### src/rtl/smbpec_pkg.sv
// Shared constants, register indexes and the CRC-8 byte step for the SMBus PEC reader.
package smbpec_pkg;

    localparam int unsigned AddrW    = 7;
    localparam int unsigned RetryW   = 3;
    localparam int unsigned CountW   = 8;
    localparam int unsigned ByteW    = 8;
    localparam int unsigned WordW    = 16;
    localparam int unsigned TempW    = 18;
    localparam int unsigned CfgIdxW  = 2;

    localparam logic [ByteW-1:0]  CrcPoly      = 8'h07;
    localparam logic [ByteW-1:0]  CrcInit      = 8'h00;
    localparam logic [AddrW-1:0]  RstDevAddr   = 7'h5A;
    localparam logic [RetryW-1:0] RstRetry     = 3'd3;
    localparam logic [CountW-1:0] RstThreshold = 8'd5;
    localparam logic [CountW-1:0] FailSat      = 8'hFF;
    localparam logic signed [TempW-1:0] TempOffset = 18'sd27315;

    localparam logic [CfgIdxW-1:0] CfgDevAddr   = 2'd0;
    localparam logic [CfgIdxW-1:0] CfgRetry     = 2'd1;
    localparam logic [CfgIdxW-1:0] CfgThreshold = 2'd2;

    function automatic logic [ByteW-1:0] crc8_byte(input logic [ByteW-1:0] crc_in,
                                                   input logic [ByteW-1:0] data);
        logic [ByteW-1:0] c;
        c = crc_in ^ data;
        for (int k = 0; k < ByteW; k++) begin
            if (c[ByteW-1]) begin
                c = {c[ByteW-2:0], 1'b0} ^ CrcPoly;
            end else begin
                c = {c[ByteW-2:0], 1'b0};
            end
        end
        return c;
    endfunction

endpackage

### src/rtl/smbpec_crc.sv
// CRC-8 over the five bytes of an SMBus read-word transaction.
module smbpec_crc
    import smbpec_pkg::*;
(
    input  logic [AddrW-1:0] i_dev_addr,
    input  logic [ByteW-1:0] i_register_address,
    input  logic [ByteW-1:0] i_data_low,
    input  logic [ByteW-1:0] i_data_high,
    output logic [ByteW-1:0] o_crc
);

    logic [ByteW-1:0] w_wr_addr;
    logic [ByteW-1:0] w_rd_addr;
    logic [ByteW-1:0] w_c0;
    logic [ByteW-1:0] w_c1;
    logic [ByteW-1:0] w_c2;
    logic [ByteW-1:0] w_c3;

    assign w_wr_addr = {i_dev_addr, 1'b0};
    assign w_rd_addr = {i_dev_addr, 1'b1};

    assign w_c0  = crc8_byte(CrcInit, w_wr_addr);
    assign w_c1  = crc8_byte(w_c0, i_register_address);
    assign w_c2  = crc8_byte(w_c1, w_rd_addr);
    assign w_c3  = crc8_byte(w_c2, i_data_low);
    assign o_crc = crc8_byte(w_c3, i_data_high);

endmodule

### src/rtl/smbus_pec_temperature_reader_top.sv
// SMBus PEC-checked temperature reader: input register, PEC check and retry state, result register.
// Transactions pass from the input register to the result register. Throughput: one transaction per
// cycle while the output is not stalled; the PEC check and counter update sit between the two
// registers, and the retry and failure state advances as each transaction enters the result register.
// Reset: synchronous, active low; clears both valid flags, the attempt and failure counters and the
// error latch, and loads device address 0x5A, retry limit 3 and error threshold 5.
module smbus_pec_temperature_reader_top
    import smbpec_pkg::*;
(
    input  logic                    i_clk,
    input  logic                    i_rst_n,

    input  logic                    i_cfg_we,
    input  logic [CfgIdxW-1:0]      i_cfg_index,
    input  logic [CountW-1:0]       i_cfg_wdata,

    input  logic                    i_in_valid,
    output logic                    o_in_stall,
    input  logic [ByteW-1:0]        i_register_address,
    input  logic                    i_bus_ok,
    input  logic [ByteW-1:0]        i_data_low,
    input  logic [ByteW-1:0]        i_data_high,
    input  logic [ByteW-1:0]        i_pec_byte,

    output logic                    o_out_valid,
    input  logic                    i_out_stall,
    output logic                    o_attempt_ok,
    output logic                    o_read_done,
    output logic                    o_read_ok,
    output logic [WordW-1:0]        o_raw_word,
    output logic signed [TempW-1:0] o_temperature_centi,
    output logic                    o_device_error,
    output logic [CountW-1:0]       o_failures
);

    logic [AddrW-1:0]  r_dev_addr;
    logic [RetryW-1:0] r_retry_limit;
    logic [CountW-1:0] r_threshold;

    logic              r_in_valid;
    logic [ByteW-1:0]  r_reg_addr;
    logic              r_bus_ok;
    logic [ByteW-1:0]  r_data_low;
    logic [ByteW-1:0]  r_data_high;
    logic [ByteW-1:0]  r_pec;

    logic [RetryW-1:0] r_attempts;
    logic [CountW-1:0] r_fail_cnt;
    logic              r_err_latched;
    logic [RetryW-1:0] n_attempts;
    logic [CountW-1:0] n_fail_cnt;
    logic              n_err_latched;

    logic                    r_out_valid;
    logic                    r_attempt_ok;
    logic                    r_read_done;
    logic [WordW-1:0]        r_raw_word;
    logic signed [TempW-1:0] r_temp;
    logic                    n_read_done;
    logic [WordW-1:0]        n_raw_word;
    logic signed [TempW-1:0] n_temp;

    logic              w_out_load;
    logic              w_adv;
    logic              w_in_take;
    logic [ByteW-1:0]  w_crc;
    logic              w_ok;
    logic [RetryW-1:0] w_limit;
    logic [RetryW-1:0] w_att_inc;
    logic [CountW-1:0] w_fail_inc;

    assign w_out_load = !r_out_valid || !i_out_stall;
    assign w_adv      = r_in_valid && w_out_load;
    assign o_in_stall = r_in_valid && !w_out_load;
    assign w_in_take  = i_in_valid && !o_in_stall;

    always_ff @(posedge i_clk) begin
        if (!i_rst_n) begin
            r_dev_addr    <= RstDevAddr;
            r_retry_limit <= RstRetry;
            r_threshold   <= RstThreshold;
        end else if (i_cfg_we) begin
            unique case (i_cfg_index)
                CfgDevAddr:   r_dev_addr    <= i_cfg_wdata[AddrW-1:0];
                CfgRetry:     r_retry_limit <= i_cfg_wdata[RetryW-1:0];
                CfgThreshold: r_threshold   <= i_cfg_wdata;
                default:      ;
            endcase
        end
    end

    always_ff @(posedge i_clk) begin
        if (!i_rst_n) begin
            r_in_valid <= 1'b0;
        end else if (w_in_take) begin
            r_in_valid <= 1'b1;
        end else if (w_adv) begin
            r_in_valid <= 1'b0;
        end
    end

    always_ff @(posedge i_clk) begin
        if (w_in_take) begin
            r_reg_addr  <= i_register_address;
            r_bus_ok    <= i_bus_ok;
            r_data_low  <= i_data_low;
            r_data_high <= i_data_high;
            r_pec       <= i_pec_byte;
        end
    end

    smbpec_crc u_crc (
        .i_dev_addr         (r_dev_addr),
        .i_register_address (r_reg_addr),
        .i_data_low         (r_data_low),
        .i_data_high        (r_data_high),
        .o_crc              (w_crc)
    );

    assign w_ok       = r_bus_ok && (w_crc == r_pec);
    assign w_limit    = (r_retry_limit == '0) ? RetryW'(1) : r_retry_limit;
    assign w_att_inc  = r_attempts + RetryW'(1);
    assign w_fail_inc = (r_fail_cnt == FailSat) ? r_fail_cnt
                                                : r_fail_cnt + CountW'(1);

    always_comb begin
        n_attempts    = r_attempts;
        n_fail_cnt    = r_fail_cnt;
        n_err_latched = r_err_latched;
        n_read_done   = 1'b0;
        n_raw_word    = '0;
        n_temp        = '0;
        priority if (w_ok) begin
            n_read_done   = 1'b1;
            n_raw_word    = {r_data_high, r_data_low};
            n_temp        = $signed({1'b0, r_data_high, r_data_low, 1'b0}) - TempOffset;
            n_attempts    = '0;
            n_fail_cnt    = '0;
            n_err_latched = 1'b0;
        end else if (w_att_inc >= w_limit) begin
            n_read_done   = 1'b1;
            n_attempts    = '0;
            n_fail_cnt    = w_fail_inc;
            n_err_latched = r_err_latched || (w_fail_inc >= r_threshold);
        end else begin
            n_attempts    = w_att_inc;
        end
    end

    always_ff @(posedge i_clk) begin
        if (!i_rst_n) begin
            r_attempts    <= '0;
            r_fail_cnt    <= '0;
            r_err_latched <= 1'b0;
            r_out_valid   <= 1'b0;
        end else begin
            if (w_adv) begin
                r_attempts    <= n_attempts;
                r_fail_cnt    <= n_fail_cnt;
                r_err_latched <= n_err_latched;
            end
            if (w_out_load) begin
                r_out_valid <= r_in_valid;
            end
        end
    end

    always_ff @(posedge i_clk) begin
        if (w_adv) begin
            r_attempt_ok <= w_ok;
            r_read_done  <= n_read_done;
            r_raw_word   <= n_raw_word;
            r_temp       <= n_temp;
        end
    end

    assign o_out_valid         = r_out_valid;
    assign o_attempt_ok        = r_attempt_ok;
    assign o_read_done         = r_read_done;
    assign o_read_ok           = r_attempt_ok;
    assign o_raw_word          = r_raw_word;
    assign o_temperature_centi = r_temp;
    assign o_device_error      = r_err_latched;
    assign o_failures          = r_fail_cnt;

    a_attempts_bound: assert property (@(posedge i_clk) disable iff (!i_rst_n)
        r_attempts != RetryW'(7))
        else $error("attempt counter reached an impossible value");

    a_ok_clears: assert property (@(posedge i_clk) disable iff (!i_rst_n)
        (r_out_valid && r_attempt_ok) |-> (r_fail_cnt == '0 && !r_err_latched))
        else $error("successful read left failures or error latch set");

    a_fail_zero: assert property (@(posedge i_clk) disable iff (!i_rst_n)
        (r_out_valid && !r_attempt_ok) |-> (r_raw_word == '0 && r_temp == '0))
        else $error("failed attempt carries nonzero data");

    a_latch_cause: assert property (@(posedge i_clk) disable iff (!i_rst_n)
        $rose(r_err_latched) |-> ($past(w_adv) && r_read_done && !r_attempt_ok))
        else $error("error latch set without a failed read");

    a_stall_hold: assert property (@(posedge i_clk) disable iff (!i_rst_n)
        (r_in_valid && !w_out_load) |=> r_in_valid)
        else $error("pending transaction dropped while output stalled");

endmodule
### config.mk
export PLATFORM = sky130hd
export DESIGN_NAME = smbus_pec_temperature_reader_top
export DESIGN_NICKNAME = d
export VERILOG_FILES = /design/src/rtl/smbpec_pkg.sv /design/src/rtl/smbpec_crc.sv /design/src/rtl/smbus_pec_temperature_reader_top.sv
export SDC_FILE = /design/constraint.sdc
export NUM_CORES = 1
export LEC_CHECK = 0
export BUFFER_PORTS_ARGS = -buffer_cell sky130_fd_sc_hd__clkbuf_2
export CORE_ASPECT_RATIO = 0.6
export CORE_MARGIN = 3
export CORE_UTILIZATION = 50
export DETAILED_ROUTE_END_ITERATION = 8
export PLACE_DENSITY = 0.7
export SYNTH_ARGS = -nofsm -noshare
export SYNTH_HDL_FRONTEND = slang
export SYNTH_HIERARCHICAL = 1
export SYNTH_SLANG_ARGS = --single-unit
### constraint.sdc
create_clock -name i_clk -period 6.39 [get_ports i_clk]
set_clock_uncertainty 0.2 [all_clocks]
set_input_delay 0.3195 -clock i_clk [delete_from_list [all_inputs] [get_ports i_clk]]
set_output_delay 0.3195 -clock i_clk [all_outputs]
set_load 0.05 [all_outputs]
# Word level (Yosys, flattened, before mapping)
# Cells that the tools add are included.
# op_classes
n_addsub	3
magnitude_cmp	2
eq_ne	4
n_mux	51
bitwise	44
reduce_logical	18
# ops
op	n
$mux 3	43
$not 3->3	40
$xor 8x8->8	4
$mux 8	3
$sub 17x15->18 const B	1
$add 8x1->8 const B	1
$eq 8x8->1	1
$eq 8x8->1 const B	1
$ge 8x8->1	1
$reduce_and 2->1	4
$mux 1	5
$logic_and 1x1->1	4
$logic_not 1->1	4
$reduce_bool 2->1	2
$add 3x1->3 const B	1
$ge 3x3->1	1
$logic_not 3->1	1
$eq 2x1->1 const B	1
$eq 2x2->1 const B	1
$logic_not 2->1	1
$logic_or 1x1->1	2
# word_totals
ff_bits	101
in_bits	48
output_inout_bits	48
wordCells	139

# Longest topological paths before layout
# logic_depth
depth_word	88
depth_mapped	13
ltp_nobuf	11

# Cells and area by module
# The synthesis kept the hierarchy.
# by_module_without_submodules
module	instances	cells_per_inst	area_per_inst_um2	seq_area_each_um2
smbus_pec_temperature_reader_top	1	359	4331.7	2682.6
smbpec_crc	1	76	910.9	0.0

# Least setup slack after synthesis
# Ideal clock, no wire load.
# synth_timing
kind	register -> register
startpoint	register r_dev_addr[5]
endpoint	register r_temp[17] (netlist: o_temperature_centi[17]) (data pin)
setup_ps	170
arrival_time_ps	3036
required_time_ps	6020
setup_slack_ps	2984
stages_incl_launch_ff	12
path_buffers	2
synth_period_minus_slack_ps	3406
path_cell_list	dfxtp_1 -> xnor3_2 -> xnor3_2 -> xnor3_2 -> xnor2_2 -> xnor2_1 -> xnor2_1 -> nand3_1 -> or3_1 -> buf_6 -> buf_6 -> nor4_2
# synth_between
elab_cells_between_ends	73
cone_classes	1 x eq/ne; 35 x mux; 36 x bitwise; 1 x reduce/logical
# synth_rtl
element	line	source
from (decl)	smbus_pec_temperature_reader_top.sv:36	logic [AddrW-1:0] r_dev_addr;
from (signal assigned)	smbus_pec_temperature_reader_top.sv:79	r_dev_addr <= RstDevAddr;
from (signal assigned)	smbus_pec_temperature_reader_top.sv:84	CfgDevAddr: r_dev_addr <= i_cfg_wdata[AddrW-1:0];
$mux 3	smbpec_pkg.sv:29	if (c[ByteW-1]) begin
$mux 3 / $not 3->3 (equally long branches)	--	
$xor 8x8->8 / $mux 3 (equally long branches)	smbpec_pkg.sv:27, smbpec_pkg.sv:29	
$mux 3, or another cell as far along	smbpec_pkg.sv:29	
$not 3->3 (no line) / $mux 3 (equally long branches)	--	
$mux 3, or another cell as far along	smbpec_pkg.sv:29	
$not 3->3 (no line) / $mux 3 (equally long branches)	--	
$mux 3 / $not 3->3 (equally long branches)	--	
[13 not listed]	--	
$mux 3, or another cell as far along	smbpec_pkg.sv:29	
$not 3->3 (no line) / $mux 3 (equally long branches)	--	
$mux 3, or another cell as far along	smbpec_pkg.sv:29	
$not 3->3 (no line) / $mux 3 (equally long branches)	--	
$mux 3 (*)	smbpec_pkg.sv:29	
via w_crc[2]	smbus_pec_temperature_reader_top.sv:66	logic [ByteW-1:0] w_crc;
$eq 8x8->1 (*)	smbus_pec_temperature_reader_top.sv:120	assign w_ok = r_bus_ok && (w_crc == r_pec);
$logic_and 1x1->1 (*)	smbus_pec_temperature_reader_top.sv:120	
to (signal assigned)	smbus_pec_temperature_reader_top.sv:173	r_temp <= n_temp;
to (decl)	smbus_pec_temperature_reader_top.sv:58	logic signed [TempW-1:0] r_temp;
# The timed path passes the listed nets; every way through them passes the cells marked *.
# A chain may end at the register's enable or synchronous reset.

# Final worst setup path
# layout_timing
startpoint	register r_reg_addr[4]
endpoint	register r_fail_cnt[6] (netlist: o_failures[6])
# layout_between
elab_cells_between_ends	56
cone_classes	1 x eq/ne; 26 x mux; 26 x bitwise; 3 x reduce/logical
# layout_rtl
element	line	source
from (decl)	smbus_pec_temperature_reader_top.sv:41	logic [ByteW-1:0] r_reg_addr;
from (signal assigned)	smbus_pec_temperature_reader_top.sv:104	r_reg_addr <= i_register_address;
$xor 8x8->8 (*)	smbpec_pkg.sv:27	c = crc_in ^ data;
$mux 3 (*)	smbpec_pkg.sv:29	
$xor 8x8->8 (*)	smbpec_pkg.sv:27	
$mux 3	smbpec_pkg.sv:29	
$mux 3, or another cell as far along	smbpec_pkg.sv:29	
$xor 8x8->8 (*)	smbpec_pkg.sv:27	
$mux 3, or another cell as far along	smbpec_pkg.sv:29	
$not 3->3 (no line) / $mux 3 (equally long branches)	--	
[4 not listed]	--	
$mux 3, or another cell as far along	smbpec_pkg.sv:29	
$not 3->3 (no line) / $mux 3 (equally long branches)	--	
$mux 3 (*)	smbpec_pkg.sv:29	
via w_crc[3]	smbus_pec_temperature_reader_top.sv:66	
$eq 8x8->1 (*)	smbus_pec_temperature_reader_top.sv:120	
$logic_and 1x1->1 (*)	smbus_pec_temperature_reader_top.sv:120	
$reduce_bool 2->1 (no line)	--	
$reduce_and 2->1 (no line)	--	
to (signal assigned)	smbus_pec_temperature_reader_top.sv:159	r_fail_cnt <= n_fail_cnt;
to (decl)	smbus_pec_temperature_reader_top.sv:48	logic [CountW-1:0] r_fail_cnt;
# Marked as above.

==> metrics <==
cell types with the largest area share after synthesis sky130_fd_sc_hd__edfxtp_1, sky130_fd_sc_hd__dfxtp_1, sky130_fd_sc_hd__xnor2_1; RSZ-0062 raised after global routing false; largest net degree at the start of global routing 36; nature of the critical path startpoint flip-flop; floorplan row count 28; number of DRC markers in iteration 0 295; Reg clk slew, reported paths 0.07 ns; HPWL after DPL about 8.5 mm; total grt overflow 0; share of cells above drive strength 1 23.6%; total number of nets in the final design roughly 630; number of antenna cells inserted 0; smallest setup slack after layout between 2 and 2.5 ns; final std cell area, no fill 6450 um2; number of H-tree levels 3; area taken by flip-flops and latches ~2700 um2; outcome complete, no violations; layout overhead on the synthesized area 23.0%; Die Span X approximately 140 um; cell area after synthesis 5240 um2; required time reported for the critical path endpoint roughly 6.4 ns; initial antenna violation count 0; areal power density over the cells around 280 nW/um2; multi-input logic area between 2000 and 2500 um2; buffer depth of the longest clock path 2; kind of capture point of the worst setup path flip-flop; pins over their slew limit 0; total CTS buffers 9; vias in the first global route around 3400; worst-margin pin slew between 0.5 and 0.6 ns; wire length of the first global-routing pass 18.4 mm; Achievable Freq between 200 and 250 MHz; placed cell area 5820 um2; net count after synthesis 497; Unique masters post-synth 55; clock tree from TritonCTS built; fraction of the yosys area taken by sequential cells a little over 50%; total routing usage reported by global routing between 20% and 30%; LEAKAGE about 2.8 nW; number of buffers inserted by hold repair at cts 35; Final Routed Wirelength 11.5 mm; Async SR Flop Fraction 0%; average size of a mapped cell 12.1 um2; fill count around 780; die area roughly 12000 um2; top cell type by total area after synthesis sky130_fd_sc_hd__edfxtp_1; clock insertion delay at the later pin of the skew report 0.35 ns; core outline area about 10000 um2; Post-Syn Instances between 400 and 500; Via Count 3607; boundary pin count 96; iteration count of the initial detailed-routing pass 5; leading register cell type out of synthesis sky130_fd_sc_hd__edfxtp_1; class of the worst hold path primary input to flip-flop; WL/cell about 16 um; flop and latch count out of synthesis 100; Final Total Pwr between 1.5 and 2 mW; Period Utilization, post-route between 60 and 70%; number of warnings printed during yosys synthesis 6; Setup TNS 0 ns; endpoints failing setup 0; crit path kind flip-flop to flip-flop; pre-CTS setup slack between 2 and 2.5 ns; initial core utilization 52.3%; top cell type's share of synthesized area between 30% and 40%; number of gates resized after cts 0; arrival time of data at the critical path endpoint 4.08 ns; number of endpoints with negative hold slack in the final report 0; maximum vdd drop 0.219 mV; final weighted congestion in routability-driven placement roughly 0.88; vertical extent of the die between 80 and 90 um; number of flops mapped to enable cells by yosys a little under 70; crit-path max FO 22; final standard cell utilization of the core between 60% and 70%; Tmin final between 4 and 5 ns; count of unresolved DRC violations after routing 0; Port Buffers 95; Max-Cap Viols 0; number of nets still failing antenna checks after routing 0; vias per cell 5.13; Post-CTS Repair Setup Buffers 0; count of clock tree sinks 100; Root Buffer sky130_fd_sc_hd__clkbuf_16; tightest slew margin relative to the limit about three fifths
[through the flow]
| step | hold slack, ns | std cells |
|---|---|---|
| 3_5_place_dp | 0.266 | 652 |
| 2_1_floorplan | 0.218 | 435 |
| 5_1_grt | 0.0138 | 703 |
| 6_report | 0.0164 | 703 |
| 4_1_cts | 0.00414 | 703 |
| 3_3_place_gp | 0.249 | 652 |
[state kept, by name, summed over array words and instances, names as in the netlist]
name and count:
r_reg_addr 8, r_data_high 8, r_attempts 3, o_device_error 1, r_retry_limit 3, r_threshold 8, o_attempt_ok 1, o_read_done 1
r_data_low 8, r_bus_ok 1, o_failures 8, r_dev_addr 7, o_temperature_centi 17, o_out_valid 1, o_raw_word 16, r_in_valid 1
r_pec 8
[cell families after synthesis]
family	Yosys count	share of synthesized area, %
buffers and inverters	36	3.39
flip-flops	100	51.2
XOR/XNOR	94	20.5
AO/OA/AOI/OAI	47	5.92
AND/OR/NAND/NOR	125	12.0
adder cells (fa/ha/maj)	14	3.34
multiplexers	19	3.68
[Yosys cell counts, types with 4 or more instances]
cell,n
sky130_fd_sc_hd__nand4_1,6
sky130_fd_sc_hd__nor2_1,39
sky130_fd_sc_hd__nand3_1,9
sky130_fd_sc_hd__xnor3_1,12
sky130_fd_sc_hd__inv_1,18
sky130_fd_sc_hd__o21ai_1,5
sky130_fd_sc_hd__clkbuf_1,6
sky130_fd_sc_hd__xnor2_1,53
sky130_fd_sc_hd__buf_2,4
sky130_fd_sc_hd__edfxtp_1,68
sky130_fd_sc_hd__nand2_1,32
sky130_fd_sc_hd__o21ai_0,7
sky130_fd_sc_hd__a211oi_1,4
sky130_fd_sc_hd__mux2i_1,17
sky130_fd_sc_hd__ha_1,14
sky130_fd_sc_hd__xor2_1,23
sky130_fd_sc_hd__a21oi_1,12
sky130_fd_sc_hd__o22ai_1,4
sky130_fd_sc_hd__and2_1,12
sky130_fd_sc_hd__dfxtp_1,32
[where the power goes]
group	internal (mW)	switching (mW)
clock network	0.270	0.246
registers	0.719	0.0261
logic	0.286	0.257
total	1.28	0.530
[per-layer routing]
layer  vias to the layer above  global-route usage (%)  wire (um)
li1                       1774                       -          -
met1                      1691                    31.6       6030
met2                       132                    26.2       4500
met3                        10                    6.53        880
met4                         0                    5.20        102
met5                         -                       0          0
[cells in the final DEF, fill, tap and decap left out, types with 12 or more instances in the layout]
cell                            synthesis  final
sky130_fd_sc_hd__ha_1                  14     14
sky130_fd_sc_hd__clkbuf_2               1     95
sky130_fd_sc_hd__xnor2_1               53     53
sky130_fd_sc_hd__xnor3_1               12     12
sky130_fd_sc_hd__and2_1                12     12
sky130_fd_sc_hd__dfxtp_1               32     32
sky130_fd_sc_hd__inv_1                 18     18
sky130_fd_sc_hd__nor2_1                39     39
sky130_fd_sc_hd__a21oi_1               12     12
sky130_fd_sc_hd__xor2_1                23     23
sky130_fd_sc_hd__edfxtp_1              68     68
sky130_fd_sc_hd__nand2_1               32     32
sky130_fd_sc_hd__dlygate4sd3_1          0     35
sky130_fd_sc_hd__mux2i_1               17     17
[path summary, 6_finish.rpt]
kind	end	startpoint	cells after the start	slack, ns
worst min-delay path	r_dev_addr[4]$_SDFFE_PN1P_	i_cfg_wdata[4]	3	0.02
worst max register to register	o_failures[6]$_SDFFE_PN0P_	r_reg_addr[4]$_DFFE_PP_	12	2.36
worst max-delay path	o_failures[6]$_SDFFE_PN0P_	r_reg_addr[4]$_DFFE_PP_	12	2.36
worst min register to register	r_attempts[1]$_SDFFE_PN0P_	r_attempts[1]$_SDFFE_PN0P_	2	0.27
[final cells by class]
type	count	share of cell area, %
clock inverters	7	0.912
repair buffers	134	13.3
well taps	135	2.62
flip-flops and latches	100	41.6
clock buffers	9	3.49
inverters	19	1.14
multi-input cells	299	37.0
[critical path, cell delays in order (launching register included)]
cell                       delay, ns
sky130_fd_sc_hd__edfxtp_1       0.42
sky130_fd_sc_hd__xnor2_1        0.35
sky130_fd_sc_hd__xnor3_1        0.45
sky130_fd_sc_hd__xor2_1         0.29
sky130_fd_sc_hd__xnor3_4        0.48
sky130_fd_sc_hd__xnor2_1        0.23
sky130_fd_sc_hd__xnor2_1        0.14
sky130_fd_sc_hd__nand4_1        0.09
sky130_fd_sc_hd__or3_1          0.50
sky130_fd_sc_hd__buf_4          0.30
sky130_fd_sc_hd__inv_4          0.16
sky130_fd_sc_hd__a211oi_1       0.10
sky130_fd_sc_hd__a41o_1         0.22
No activity file was read; power rests on OpenSTA's default activity.
